<file path="config.mk">
export PLATFORM = sky130hd
export DESIGN_NAME = key_event_to_char_fifo_flat
export DESIGN_NICKNAME = d
export VERILOG_FILES = /design/src/rtl/kbf_pkg.sv /design/src/rtl/kbf_in_if.sv /design/src/rtl/kbf_out_if.sv /design/src/rtl/kbf_front.sv /design/src/rtl/kbf_cmd_q.sv /design/src/rtl/kbf_back.sv /design/src/rtl/key_event_to_char_fifo.sv /design/src/flat_wrapper.sv
export SDC_FILE = /design/constraint.sdc
export NUM_CORES = 1
export LEC_CHECK = 0
export BUFFER_PORTS_ARGS = -buffer_cell sky130_fd_sc_hd__clkbuf_2
export CAP_MARGIN = 15
export CORE_UTILIZATION = 50
export DETAILED_ROUTE_END_ITERATION = 8
export PLACE_DENSITY = 0.63
export SETUP_SLACK_MARGIN = 0.05
export SYNTH_ARGS = -nofsm -noshare
export SYNTH_HDL_FRONTEND = slang
export SYNTH_HIERARCHICAL = 1
export SYNTH_SLANG_ARGS = --single-unit
</file>
<file path="constraint.sdc">
create_clock -name i_clk -period 6 [get_ports i_clk]
set_input_delay 0.6 -clock i_clk [delete_from_list [all_inputs] [get_ports i_clk]]
set_output_delay 0.6 -clock i_clk [all_outputs]
set_load 0.1 [all_outputs]
</file>
<file path="src/rtl/kbf_pkg.sv">
// Shared types and constants for the key event to character FIFO.
package kbf_pkg;

    // Configuration register indexes and widths.
    localparam int unsigned CFG_IDX_W = 3;
    localparam int unsigned CFG_DATA_W = 8;

    localparam logic [CFG_IDX_W-1:0] REG_PRESSED_STATE  = 3'd0;
    localparam logic [CFG_IDX_W-1:0] REG_RELEASED_STATE = 3'd1;
    localparam logic [CFG_IDX_W-1:0] REG_CONTROL_KEY    = 3'd2;
    localparam logic [CFG_IDX_W-1:0] REG_LEFT_SHIFT_KEY = 3'd3;
    localparam logic [CFG_IDX_W-1:0] REG_RIGHT_SHIFT_KEY = 3'd4;
    localparam logic [CFG_IDX_W-1:0] REG_BREAK_KEY      = 3'd5;

    // Reset values of the configuration registers.
    localparam logic [7:0] RST_PRESSED_STATE   = 8'd1;
    localparam logic [7:0] RST_RELEASED_STATE  = 8'd3;
    localparam logic [7:0] RST_CONTROL_KEY     = 8'd165;
    localparam logic [7:0] RST_LEFT_SHIFT_KEY  = 8'd162;
    localparam logic [7:0] RST_RIGHT_SHIFT_KEY = 8'd163;
    localparam logic [7:0] RST_BREAK_KEY       = 8'd208;

    // Character translation constants.
    localparam logic [7:0] CHAR_LOWER_A  = 8'h61;
    localparam logic [7:0] CHAR_LOWER_Z  = 8'h7A;
    localparam logic [7:0] CTRL_MASK     = 8'h1F;
    localparam logic [7:0] CASE_BIT      = 8'h20;
    localparam logic [7:0] CHAR_LF       = 8'h0A;
    localparam logic [7:0] CHAR_CR       = 8'h0D;
    localparam logic [7:0] STATE_NONE    = 8'h00;

    // Input function codes.
    localparam logic FUNC_EVENT = 1'b0;
    localparam logic FUNC_READ  = 1'b1;

    // Operations handed from the front to the back.
    localparam logic [1:0] OP_NONE  = 2'd0;
    localparam logic [1:0] OP_BREAK = 2'd1;
    localparam logic [1:0] OP_PUSH  = 2'd2;
    localparam logic [1:0] OP_READ  = 2'd3;

    typedef struct packed {
        logic [1:0] op;
        logic [7:0] ch;
    } t_cmd;

    typedef struct packed {
        logic       char_valid;
        logic [7:0] char_out;
        logic       break_seen;
        logic       chars_waiting;
        logic       dropped;
    } t_res;

endpackage

</file>
<file path="src/rtl/kbf_in_if.sv">
// Input channel carrying key events and read requests.
interface kbf_in_if;
    logic       valid;
    logic       ready;
    logic       func;
    logic [7:0] event_state;
    logic [7:0] event_key;

    modport source (output valid, output func, output event_state, output event_key,
                    input ready);
    modport sink (input valid, input func, input event_state, input event_key,
                  output ready);
endinterface

</file>
<file path="src/rtl/kbf_out_if.sv">
// Output channel carrying one result beat per input beat.
interface kbf_out_if;
    logic       valid;
    logic       ready;
    logic       char_valid;
    logic [7:0] char_out;
    logic       break_seen;
    logic       chars_waiting;
    logic       dropped;

    modport source (output valid, output char_valid, output char_out, output break_seen,
                    output chars_waiting, output dropped, input ready);
    modport sink (input valid, input char_valid, input char_out, input break_seen,
                  input chars_waiting, input dropped, output ready);
endinterface

</file>
<file path="src/rtl/kbf_front.sv">
// Front end: configuration registers, modifier tracking and event classification.
module kbf_front
    import kbf_pkg::*;
(
    input  logic                  i_clk,
    input  logic                  i_rst_n,
    input  logic                  i_cfg_we,
    input  logic [CFG_IDX_W-1:0]  i_cfg_idx,
    input  logic [CFG_DATA_W-1:0] i_cfg_data,
    input  logic                  i_valid,
    input  logic                  i_func,
    input  logic [7:0]            i_state,
    input  logic [7:0]            i_key,
    output logic                  o_ready,
    output logic                  o_cmd_valid,
    input  logic                  i_cmd_ready,
    output t_cmd                  o_cmd
);

    logic [7:0] r_pressed, r_released, r_ctrl_key, r_lshift_key, r_rshift_key, r_break_key;
    logic       r_ctrl_held, r_shift_held;
    logic       n_ctrl_held, n_shift_held;
    logic       accept;
    logic       is_shift;
    logic       is_lower;
    logic [7:0] ch_mod;
    logic [7:0] ch_final;
    t_cmd       cmd;

    // Every beat becomes one command, so the front stalls only on the queue.
    assign o_ready     = i_cmd_ready;
    assign o_cmd_valid = i_valid;
    assign accept      = i_valid && i_cmd_ready;
    assign o_cmd       = cmd;

    // Configuration writes; indexes past the last register are ignored.
    always_ff @(posedge i_clk) begin
        if (!i_rst_n) begin
            r_pressed    <= RST_PRESSED_STATE;
            r_released   <= RST_RELEASED_STATE;
            r_ctrl_key   <= RST_CONTROL_KEY;
            r_lshift_key <= RST_LEFT_SHIFT_KEY;
            r_rshift_key <= RST_RIGHT_SHIFT_KEY;
            r_break_key  <= RST_BREAK_KEY;
        end else if (i_cfg_we) begin
            unique case (i_cfg_idx)
                REG_PRESSED_STATE:   r_pressed    <= i_cfg_data;
                REG_RELEASED_STATE:  r_released   <= i_cfg_data;
                REG_CONTROL_KEY:     r_ctrl_key   <= i_cfg_data;
                REG_LEFT_SHIFT_KEY:  r_lshift_key <= i_cfg_data;
                REG_RIGHT_SHIFT_KEY: r_rshift_key <= i_cfg_data;
                REG_BREAK_KEY:       r_break_key  <= i_cfg_data;
                default: ;
            endcase
        end
    end

    // Translate the key code with the modifiers currently held.
    always_comb begin
        is_lower = (i_key >= CHAR_LOWER_A) && (i_key <= CHAR_LOWER_Z);
        ch_mod   = i_key;
        if (is_lower && r_ctrl_held) begin
            ch_mod = ch_mod & CTRL_MASK;
        end
        if (is_lower && r_shift_held) begin
            ch_mod = ch_mod & ~CASE_BIT;
        end
        ch_final = (ch_mod == CHAR_LF) ? CHAR_CR : ch_mod;
    end

    // Classify the beat; control wins over shift, shift over break.
    always_comb begin
        is_shift     = (i_key == r_lshift_key) || (i_key == r_rshift_key);
        n_ctrl_held  = r_ctrl_held;
        n_shift_held = r_shift_held;
        cmd.op       = OP_NONE;
        cmd.ch       = ch_final;
        if (i_func == FUNC_READ) begin
            cmd.op = OP_READ;
        end else if (i_state != STATE_NONE) begin
            if (i_state == r_pressed) begin
                if (i_key == r_ctrl_key) begin
                    n_ctrl_held = 1'b1;
                end else if (is_shift) begin
                    n_shift_held = 1'b1;
                end else if (i_key == r_break_key) begin
                    cmd.op = OP_BREAK;
                end
            end else if (i_state == r_released) begin
                if (i_key == r_ctrl_key) begin
                    n_ctrl_held = 1'b0;
                end else if (is_shift) begin
                    n_shift_held = 1'b0;
                end else begin
                    cmd.op = OP_PUSH;
                end
            end
        end
    end

    // Modifier flags move only on an accepted beat.
    always_ff @(posedge i_clk) begin
        if (!i_rst_n) begin
            r_ctrl_held  <= 1'b0;
            r_shift_held <= 1'b0;
        end else if (accept) begin
            r_ctrl_held  <= n_ctrl_held;
            r_shift_held <= n_shift_held;
        end
    end

endmodule

</file>
<file path="src/rtl/kbf_cmd_q.sv">
// Two-entry command queue between the front end and the buffer back end.
module kbf_cmd_q
    import kbf_pkg::*;
(
    input  logic i_clk,
    input  logic i_rst_n,
    input  logic i_valid,
    output logic o_ready,
    input  t_cmd i_cmd,
    output logic o_valid,
    input  logic i_ready,
    output t_cmd o_cmd
);

    localparam int unsigned QDEPTH = 2;

    t_cmd       r_slot [QDEPTH];
    logic       r_wp, r_rp;
    logic [1:0] r_cnt;
    logic       push, pop;

    assign o_ready = (r_cnt != 2'(QDEPTH));
    assign o_valid = (r_cnt != 2'd0);
    assign o_cmd   = r_slot[r_rp];
    assign push    = i_valid && o_ready;
    assign pop     = o_valid && i_ready;

    // Pointer and occupancy bookkeeping.
    always_ff @(posedge i_clk) begin
        if (!i_rst_n) begin
            r_wp  <= 1'b0;
            r_rp  <= 1'b0;
            r_cnt <= 2'd0;
        end else begin
            if (push) begin
                r_wp <= ~r_wp;
            end
            if (pop) begin
                r_rp <= ~r_rp;
            end
            r_cnt <= r_cnt + 2'(push) - 2'(pop);
        end
    end

    // Entry storage.
    always_ff @(posedge i_clk) begin
        if (push) begin
            r_slot[r_wp] <= i_cmd;
        end
    end

endmodule

</file>
<file path="src/rtl/kbf_back.sv">
// Back end: character buffer, its pointers and the result output register.
module kbf_back
    import kbf_pkg::*;
#(
    parameter int unsigned BUFFER_DEPTH = 32
) (
    input  logic i_clk,
    input  logic i_rst_n,
    input  logic i_cmd_valid,
    output logic o_cmd_ready,
    input  t_cmd i_cmd,
    output logic o_res_valid,
    input  logic i_res_ready,
    output t_res o_res
);

    localparam int unsigned AW = $clog2(BUFFER_DEPTH);
    localparam logic [AW-1:0] LAST = AW'(BUFFER_DEPTH - 1);

    logic [7:0]    mem [BUFFER_DEPTH];
    logic [AW-1:0] r_wr, r_rd, n_wr, n_rd, wr_adv, rd_adv;
    logic [7:0]    r_rd_data;
    logic          r_out_valid;
    logic          r_char_valid, r_break, r_waiting, r_dropped;
    logic          n_char_valid, n_break, n_dropped;
    logic          take, do_write, do_read;

    assign wr_adv      = (r_wr == LAST) ? '0 : r_wr + 1'b1;
    assign rd_adv      = (r_rd == LAST) ? '0 : r_rd + 1'b1;
    assign take        = i_cmd_valid && (!r_out_valid || i_res_ready);
    assign o_cmd_ready = !r_out_valid || i_res_ready;

    // Carry out one command against the buffer.
    always_comb begin
        n_wr         = r_wr;
        n_rd         = r_rd;
        n_char_valid = 1'b0;
        n_break      = 1'b0;
        n_dropped    = 1'b0;
        do_write     = 1'b0;
        do_read      = 1'b0;
        unique case (i_cmd.op)
            OP_READ: begin
                if (r_rd != r_wr) begin
                    do_read      = 1'b1;
                    n_char_valid = 1'b1;
                    n_rd         = rd_adv;
                end
            end
            OP_BREAK: begin
                n_break = 1'b1;
            end
            OP_PUSH: begin
                if (wr_adv == r_rd) begin
                    n_dropped = 1'b1;
                end else begin
                    do_write = 1'b1;
                    n_wr     = wr_adv;
                end
            end
            default: ;
        endcase
    end

    // Pointers and result valid.
    always_ff @(posedge i_clk) begin
        if (!i_rst_n) begin
            r_wr        <= '0;
            r_rd        <= '0;
            r_out_valid <= 1'b0;
        end else begin
            if (take) begin
                r_wr        <= n_wr;
                r_rd        <= n_rd;
                r_out_valid <= 1'b1;
            end else if (i_res_ready) begin
                r_out_valid <= 1'b0;
            end
        end
    end

    // Result payload, held while the output is stalled.
    always_ff @(posedge i_clk) begin
        if (take) begin
            r_char_valid <= n_char_valid;
            r_break      <= n_break;
            r_dropped    <= n_dropped;
            r_waiting    <= (n_rd != n_wr);
        end
    end

    // Character memory with registered read data.
    always_ff @(posedge i_clk) begin
        if (take && do_write) begin
            mem[r_wr] <= i_cmd.ch;
        end
        if (take && do_read) begin
            r_rd_data <= mem[r_rd];
        end
    end

    assign o_res_valid         = r_out_valid;
    assign o_res.char_valid    = r_char_valid;
    assign o_res.char_out      = r_char_valid ? r_rd_data : 8'h00;
    assign o_res.break_seen    = r_break;
    assign o_res.chars_waiting = r_waiting;
    assign o_res.dropped       = r_dropped;

endmodule

</file>
<file path="src/rtl/key_event_to_char_fifo.sv">
// Top level of the key event to character FIFO.
// Accepts one beat per clock (a key event or a read request) while the command queue has room
// and returns exactly one result beat for each, in order, through the queue and the output
// register. The front end tracks the control and shift modifiers and turns key releases into
// characters; a two-entry command queue decouples it from the back end, which owns a
// BUFFER_DEPTH-entry character memory (one write or one registered read per accepted command)
// and the output register. The buffer holds at most BUFFER_DEPTH-1 characters; a character
// produced while it is full is discarded and flagged as dropped. The memory needs no clearing
// after reset, since only entries already written are ever read. Configuration writes take
// effect at the next edge and are meant to be issued while the block is idle.
module key_event_to_char_fifo
    import kbf_pkg::*;
#(
    parameter int unsigned BUFFER_DEPTH = 32
) (
    input  logic                  i_clk,
    input  logic                  i_rst_n,
    input  logic                  i_cfg_we,
    input  logic [CFG_IDX_W-1:0]  i_cfg_idx,
    input  logic [CFG_DATA_W-1:0] i_cfg_data,
    kbf_in_if.sink                i_evt,
    kbf_out_if.source             o_res
);

    logic fe_valid, fe_ready;
    t_cmd fe_cmd;
    logic be_valid, be_ready;
    t_cmd be_cmd;
    t_res res;
    logic res_valid;

    // Event classification and modifier tracking.
    kbf_front u_front (
        .i_clk       (i_clk),
        .i_rst_n     (i_rst_n),
        .i_cfg_we    (i_cfg_we),
        .i_cfg_idx   (i_cfg_idx),
        .i_cfg_data  (i_cfg_data),
        .i_valid     (i_evt.valid),
        .i_func      (i_evt.func),
        .i_state     (i_evt.event_state),
        .i_key       (i_evt.event_key),
        .o_ready     (i_evt.ready),
        .o_cmd_valid (fe_valid),
        .i_cmd_ready (fe_ready),
        .o_cmd       (fe_cmd)
    );

    // Command queue between the two halves.
    kbf_cmd_q u_cmd_q (
        .i_clk   (i_clk),
        .i_rst_n (i_rst_n),
        .i_valid (fe_valid),
        .o_ready (fe_ready),
        .i_cmd   (fe_cmd),
        .o_valid (be_valid),
        .i_ready (be_ready),
        .o_cmd   (be_cmd)
    );

    // Character buffer and result register.
    kbf_back #(
        .BUFFER_DEPTH (BUFFER_DEPTH)
    ) u_back (
        .i_clk       (i_clk),
        .i_rst_n     (i_rst_n),
        .i_cmd_valid (be_valid),
        .o_cmd_ready (be_ready),
        .i_cmd       (be_cmd),
        .o_res_valid (res_valid),
        .i_res_ready (o_res.ready),
        .o_res       (res)
    );

    assign o_res.valid         = res_valid;
    assign o_res.char_valid    = res.char_valid;
    assign o_res.char_out      = res.char_out;
    assign o_res.break_seen    = res.break_seen;
    assign o_res.chars_waiting = res.chars_waiting;
    assign o_res.dropped       = res.dropped;

endmodule

</file>
<file path="src/flat_wrapper.sv">
// flat-port wrapper written by rule: the top's interface ports become plain ports
module key_event_to_char_fifo_flat import kbf_pkg::*;
#(
    parameter int unsigned BUFFER_DEPTH = 32
)
  (i_clk, i_rst_n, i_cfg_we, i_cfg_idx, i_cfg_data, i_evt_valid, i_evt_func, i_evt_event_state, i_evt_event_key, i_evt_ready, o_res_valid, o_res_char_valid, o_res_char_out, o_res_break_seen, o_res_chars_waiting, o_res_dropped, o_res_ready);
  kbf_in_if i_evt_i ();
  kbf_out_if o_res_i ();
  input  logic i_clk;
  input  logic i_rst_n;
  input  logic i_cfg_we;
  input  logic [CFG_IDX_W-1:0] i_cfg_idx;
  input  logic [CFG_DATA_W-1:0] i_cfg_data;
  input wire logic [$bits(i_evt_i.valid)-1:0] i_evt_valid;
  input wire logic [$bits(i_evt_i.func)-1:0] i_evt_func;
  input wire logic [$bits(i_evt_i.event_state)-1:0] i_evt_event_state;
  input wire logic [$bits(i_evt_i.event_key)-1:0] i_evt_event_key;
  output wire logic [$bits(i_evt_i.ready)-1:0] i_evt_ready;
  output wire logic [$bits(o_res_i.valid)-1:0] o_res_valid;
  output wire logic [$bits(o_res_i.char_valid)-1:0] o_res_char_valid;
  output wire logic [$bits(o_res_i.char_out)-1:0] o_res_char_out;
  output wire logic [$bits(o_res_i.break_seen)-1:0] o_res_break_seen;
  output wire logic [$bits(o_res_i.chars_waiting)-1:0] o_res_chars_waiting;
  output wire logic [$bits(o_res_i.dropped)-1:0] o_res_dropped;
  input wire logic [$bits(o_res_i.ready)-1:0] o_res_ready;
  assign i_evt_i.valid = i_evt_valid;
  assign i_evt_i.func = i_evt_func;
  assign i_evt_i.event_state = i_evt_event_state;
  assign i_evt_i.event_key = i_evt_event_key;
  assign i_evt_ready = i_evt_i.ready;
  assign o_res_valid = o_res_i.valid;
  assign o_res_char_valid = o_res_i.char_valid;
  assign o_res_char_out = o_res_i.char_out;
  assign o_res_break_seen = o_res_i.break_seen;
  assign o_res_chars_waiting = o_res_i.chars_waiting;
  assign o_res_dropped = o_res_i.dropped;
  assign o_res_i.ready = o_res_ready;
  key_event_to_char_fifo #(.BUFFER_DEPTH(BUFFER_DEPTH)) u_core (.i_clk(i_clk), .i_rst_n(i_rst_n), .i_cfg_we(i_cfg_we), .i_cfg_idx(i_cfg_idx), .i_cfg_data(i_cfg_data), .i_evt(i_evt_i), .o_res(o_res_i));
endmodule
</file>
**Yosys cells after proc, flatten, opt, wreduce, memory -nomap -nowiden**

Memory sizes are Yosys's and may differ from the RTL's. A register that Yosys moved wholly into a read port is not among the register bits.
Index checks and enable logic that the tools add are counted.

- Flip-flop bits (word level): 69
- Latch bits: 0
- RAM bits: 276
- Memory bits (read-only): 0
- Logic and storage cells: 119
- Memories kept: 2

- Add/subtract/negate cells: 4
- Multipliers: 0
- Div/mod/pow operators: 0
- Order comparisons: 2
- Equal/unequal tests: 23
- Shift operators: 0
- Multiplexer cells: 43
- Bitwise logic cells: 4
- Reduce and logical (&&, ||, !) cells: 23

Memory list:

| name | words | width | rd ports | clocked after memory_dff | write ports | RTL line | text |
|---|---|---|---|---|---|---|---|
| u_core.u_back.mem | 32 | 8 | 1 | 1 | 1 | kbf_back.sv:20 | `logic [7:0] mem [BUFFER_DEPTH];` |
| u_core.u_cmd_q.r_slot | 2 | 10 | 1 | 1 | 1 | kbf_cmd_q.sv:17 | `t_cmd r_slot [QDEPTH];` |

Operators with widths:

| cell | count |
|---|---|
| $eq 8x8->1 | 6 |
| $mux 5 | 6 |
| $mux 1 | 27 |
| $mux 8 | 3 |
| $mux 2 | 6 |
| $reduce_and 2->1 | 6 |
| $add 5x1->5 const B | 2 |
| $eq 5x5->1 const B | 2 |
| $ne 5x5->1 | 2 |
| $eq 8x4->1 const B | 1 |
| $ge 8x7->1 const B | 1 |
| $le 8x7->1 const B | 1 |
| $reduce_bool 8->1 | 1 |
| $logic_and 1x1->1 | 7 |
| $reduce_and 7->1 | 1 |
| $eq 3x2->1 const B | 2 |
| $eq 3x3->1 const B | 2 |
| $mux 6 | 1 |
| $ne 2x2->1 const B | 3 |
| $reduce_bool 2->1 | 3 |
| $eq 5x5->1 | 1 |
| $reduce_and 5->1 | 1 |
| $eq 2x2->1 const B | 2 |
| $not 1->1 | 4 |
| other kinds (7) | 8 |

**Logic depth before layout (Yosys ltp)**

- Depth in word-level cells: 8
- Gate-level depth with buffers: 11

**Hierarchy**

The synthesis kept the hierarchy.

Modules (own cells, without submodules):

| module | times used | cells an instance | area an instance (um2) | seq. area each (um2) |
|---|---|---|---|---|
| kbf_back | 1 | 579 | 11385.9 | 8267.9 |
| kbf_front | 1 | 331 | 2617.5 | 1001.0 |
| kbf_cmd_q | 1 | 55 | 953.4 | 700.7 |

**Worst setup path before layout**

No wires, ideal clock.

- Path kind: register to register
- From: register u_core.u_back.r_wr[3]
- To: memory u_core.u_back.mem[0][0] (enable)
- Arrival: 2.658 ns
- Slack: 2.971 ns
- Stages on the path, launching flop included: 11
- Period minus slack after synthesis: 3.029 ns
- Path through: dfxtp_1 clkbuf_1 and3_1 ha_1 nor2b_1 mux2_2 xor2_1 o211a_1 buf_2 nand2_1 nor2_1

- Cells in the longest elaborated chain, start to end: 8
- Elaborated cells between the ends (all ways): 9

RTL lines:

| item | RTL line | text |
|---|---|---|
| start: declaration | kbf_back.sv:21 | `logic [AW-1:0] r_wr, r_rd, n_wr, n_rd, wr_adv, rd_adv;` |
| start signal: assignment | kbf_back.sv:73 | `r_wr <= n_wr;` |
| $add 5x1->5 / $eq 5x5->1 (equally long branches) | kbf_back.sv:28 | `assign wr_adv = (r_wr == LAST) ? '0 : r_wr + 1'b1;` |
| $mux 5 | kbf_back.sv:28 |  |
| $eq 5x5->1 | kbf_back.sv:54 | `if (wr_adv == r_rd) begin` |
| $mux 1 | kbf_back.sv:54 |  |
| $mux 1 | kbf_back.sv:42 | `unique case (i_cmd.op)` |
| $logic_and 1x1->1 | kbf_back.sv:94 | `if (take && do_write) begin` |
| $mux 1 | kbf_back.sv:94 |  |
| $mux 1 (implied by the code) | kbf_back.sv:95 | `mem[r_wr] <= i_cmd.ch;` |
| end: declaration | kbf_back.sv:20 |  |

Parallel ways exist; a longest one is shown, timed or not.

**Worst setup path in the final report**

- From: register u_core.u_back.r_wr[3]
- To: memory u_core.u_back.mem[18][4] (enable)

Same word-level chain as after synthesis.

==> impl_metrics.ini <==
[synthesis]
synth-adder-area-share_pct = 0.837
syn_inst = 965
synth_area_mm2 = 0.0150
synthMuxAreaShare_pct = 14.0
avgSynthCellArea_um2 = 15.5
ys_warn_count = 6
ys.flop_type = edfxtp_1
synth_edf_count = 288
synth_xor_area_share_pct = 3.92
ys_async_sr_fraction_pct = 0
ys_seq_area_share_pct = 66.7
synth_nets = 1008
synth_seq_cells = 354
ys_types = 61
synthSimpleGateAreaFrac_pct = 8.70
synth-compound-area-share_pct = 3.82
synth_top_family_by_area = multiplexers

[routing]
first_iter_violations = 792
via_per_inst = 5.81
drc_errors = 0
wl_met3_mm = 1.84
firstDrtPassIters = 5
top_layer = met4
wl_per_cell_um = 23.7
met2_length_mm = 15.9
final_antenna_net_count = 0
wl_met1_mm = 14.8
drt_wl_total_mm = 33.4
dr_total_vias = 8179

[final_layout]
n_antenna_cell = 0
drive_gt1_share_pct = 21.4
area_growth_pct = 11.8
finalNetCount = 1039

[worst_setup_path]
cp.arrival_ps = 4040
critPathRequiredTime_ps = 6150
start_kind = flip-flop
reg2reg_to = u_core/u_back/mem[18][4]
worstSetupEndpointType = flip-flop
r2r_cells = 8
timing.reg2reg.setup_slack_ps = 2110
worstSetupPathType = reg2reg
reg2reg_from = u_core/u_back/r_wr[3]
path_max_fanout = 16

[timing]
relSlewSlack_pct = 25.8
skew_ps = 25.1
fmax_ghz = 0.257
tightest_slew_ps = 1100
setup_ws_ps = 2110
hold_viol_final = 0
period_share_pct = 64.9
finalCriticalPeriod_ps = 3890
worst_hold_slack_ps = 394
drv_slew = 0
tns_ps = 0
rsz0062_at_grt = false
setup_viol = 0

[clock_network]
cts-resized-gates = 0
cts_tree = done
clk_latency_ps = 540
path_clk_slew_ps = 50
holdBufCountCts = 0
ctsLongestPathBuffers = 3
cts_buffers = 37
htreeDepth = 2
cts_sinks = 354
post_cts_buffers = 0
root_buffer = clkbuf_16

[job]
drv_cap = 0

[global_routing]
overflow = 0
grt_pass1_vias = 8097
antenna_found_initial = 0
track_usage_pct = 22.9
grt_first_pass_wirelength_mm = 51.4
grt_max_degree = 70

[hold_path]
hold_start = o_res_ready
holdPathEnd = u_core/u_back/o_res_valid
hold_path_class = in2reg
hold_depth = 3

[pwr]
clkPwrFrac_pct = 38.4
ir_worst_vdd_mv = 0.182
p_comb_share_pct = 13.8
cellPowerDensity_mw_per_mm2 = 369
leakagePower_nw = 5.42
internal-power_mw = 4.56
switching_share_pct = 26.2
seq_power_share_pct = 47.9
switching_power_mw = 1.62
total_power_mw = 6.18

[floorplan]
ios = 47
rows = 62
design.die.area_mm2 = 0.0306
initial_core_util_pct = 51.4
core_mm2 = 0.0291
die_w_um = 175
die_h_um = 175

[placement]
gp_congestion = 0.846
io_buffers = 46
dpl.hpwl_mm = 21.1
place_ws_ps = 2170

[outcome]
status = finished, final reports clean
## metrics by stage
stage / util [%] / std cells / area, µm²
4_1_cts: 57.5 / 1408 / 16700
3_3_place_gp: 53.1 / 1341 / 15400
3_5_place_dp: 53.1 / 1341 / 15400
6_report: 57.5 / 1408 / 16700
5_1_grt: 57.5 / 1408 / 16700
2_1_floorplan: - / 965 / 15000
## worst max-delay path: stages, from the launching register on
cell	delay, ps
dfxtp_1	640
and3_1	250
ha_1	310
nor2b_1	80
mux2_2	330
xor2_1	280
o211a_1	460
nand2_1	450
nor2_1	720
## placed cells by master, fill, tap and decap left out, types with 7 or more instances in the layout
cell and instances:
nand4_1 8, clkbuf_1 8, dfxtp_1 64, xnor2_1 40, mux2i_1 8, clkinv_2 7
nand2_1 122, and2_1 14, ha_1 10, clkbuf_16 37, xor2_1 27, nor2_1 57
inv_1 10, clkbuf_2 46, edfxtp_1 288, mux4_2 80, nor2b_1 7, nand3_1 26
mux2_2 19, a21oi_1 16, a21boi_0 32
## kinds of logic (layout without fill, tap and decap cells)
family                     count (synthesis)  after routing
buffers and inverters                     69            128
xor gates and xnor gates                  67             67
and+or+nand+nor                          279            279
muxes                                    107            107
DFF                                      354            354
adders and majority gates                 10             10
AOI/OAI and AO/OA                         79             79
## cell type report
cell class                 count  area (µm²)
multi-input combinational    542        4680
inverter                      10        37.5
clock inverter                19         278
clock buffer                  48         997
timing repair buffer          51         268
sequential                   354        9970
tap                          384         480
fill                        2252       12400
## power by group through the flow
stage                     sequential [mW]  combinational, mW  clock (mW)
after floorplan                      3.00              0.598           0
after global placement               3.01              0.865           0
after detailed placement             3.01              0.861           0
after CTS                            2.96              0.863        2.42
after global routing                 2.97              0.912        2.52
final                                2.96              0.849        2.37
## flip-flops by register name (all words and copies together) (netlist names), 2 cells and up, named ones only
signal	count
u_core/u_front/r_break_key	8
u_core/u_front/r_pressed	8
u_core/u_front/r_rshift_key	8
u_core/u_front/r_released	8
u_core/u_back/r_rd_data	8
u_core/u_back/r_rd	5
u_core/u_back/mem	256
u_core/u_front/r_ctrl_key	8
u_core/u_front/r_lshift_key	8
u_core/u_cmd_q/r_cnt	2
u_core/u_cmd_q/r_slot	20
u_core/u_back/r_wr	5
## synth_stat cells, drive strengths merged, types with 5 or more instances
cell    instances  area share (%)
xor2           27             1.6
a21boi         32             1.6
nor2b           7            0.29
edfxtp        288              58
nor3            8            0.38
mux2i           8            0.54
buf            27             1.0
or3             5            0.28
inv            10            0.25
mux2           19             1.4
dfxtp          66             8.8
a21oi          16            0.54
nand3          26            0.87
nor2           57             1.4
and3            6            0.25
xnor2          40             2.3
nand3b          6            0.30
and2           14            0.59
nand4           8            0.33
nand2b          5            0.21
ha             10            0.84
clkbuf         32            0.80
nand2         122             3.1
mux4           80              12
## worst max path at each step
stage	endpoint	depth (start not counted)	startpoint
4_1_cts	u_core/u_back/mem[30][0]	8	u_core/u_back/r_wr[3]
2_1_floorplan	u_core/u_back/mem[0][0]	10	u_core/u_back/r_wr[3]
3_3_place_gp	u_core/u_back/mem[10][6]	9	u_core/u_back/r_wr[1]
5_1_grt	u_core/u_back/mem[21][6]	9	u_core/u_back/r_wr[0]
6_report	u_core/u_back/mem[18][4]	8	u_core/u_back/r_wr[3]
3_5_place_dp	u_core/u_back/mem[10][7]	8	u_core/u_back/r_wr[3]
## routing by layer
metal	vias to the layer above	track usage (%)
met1	4115	33.5
met3	57	3.20
met5	-	0
li1	3711	-
met2	296	35.7
met4	0	7.14
No activity file was read; power rests on OpenSTA's default activity.
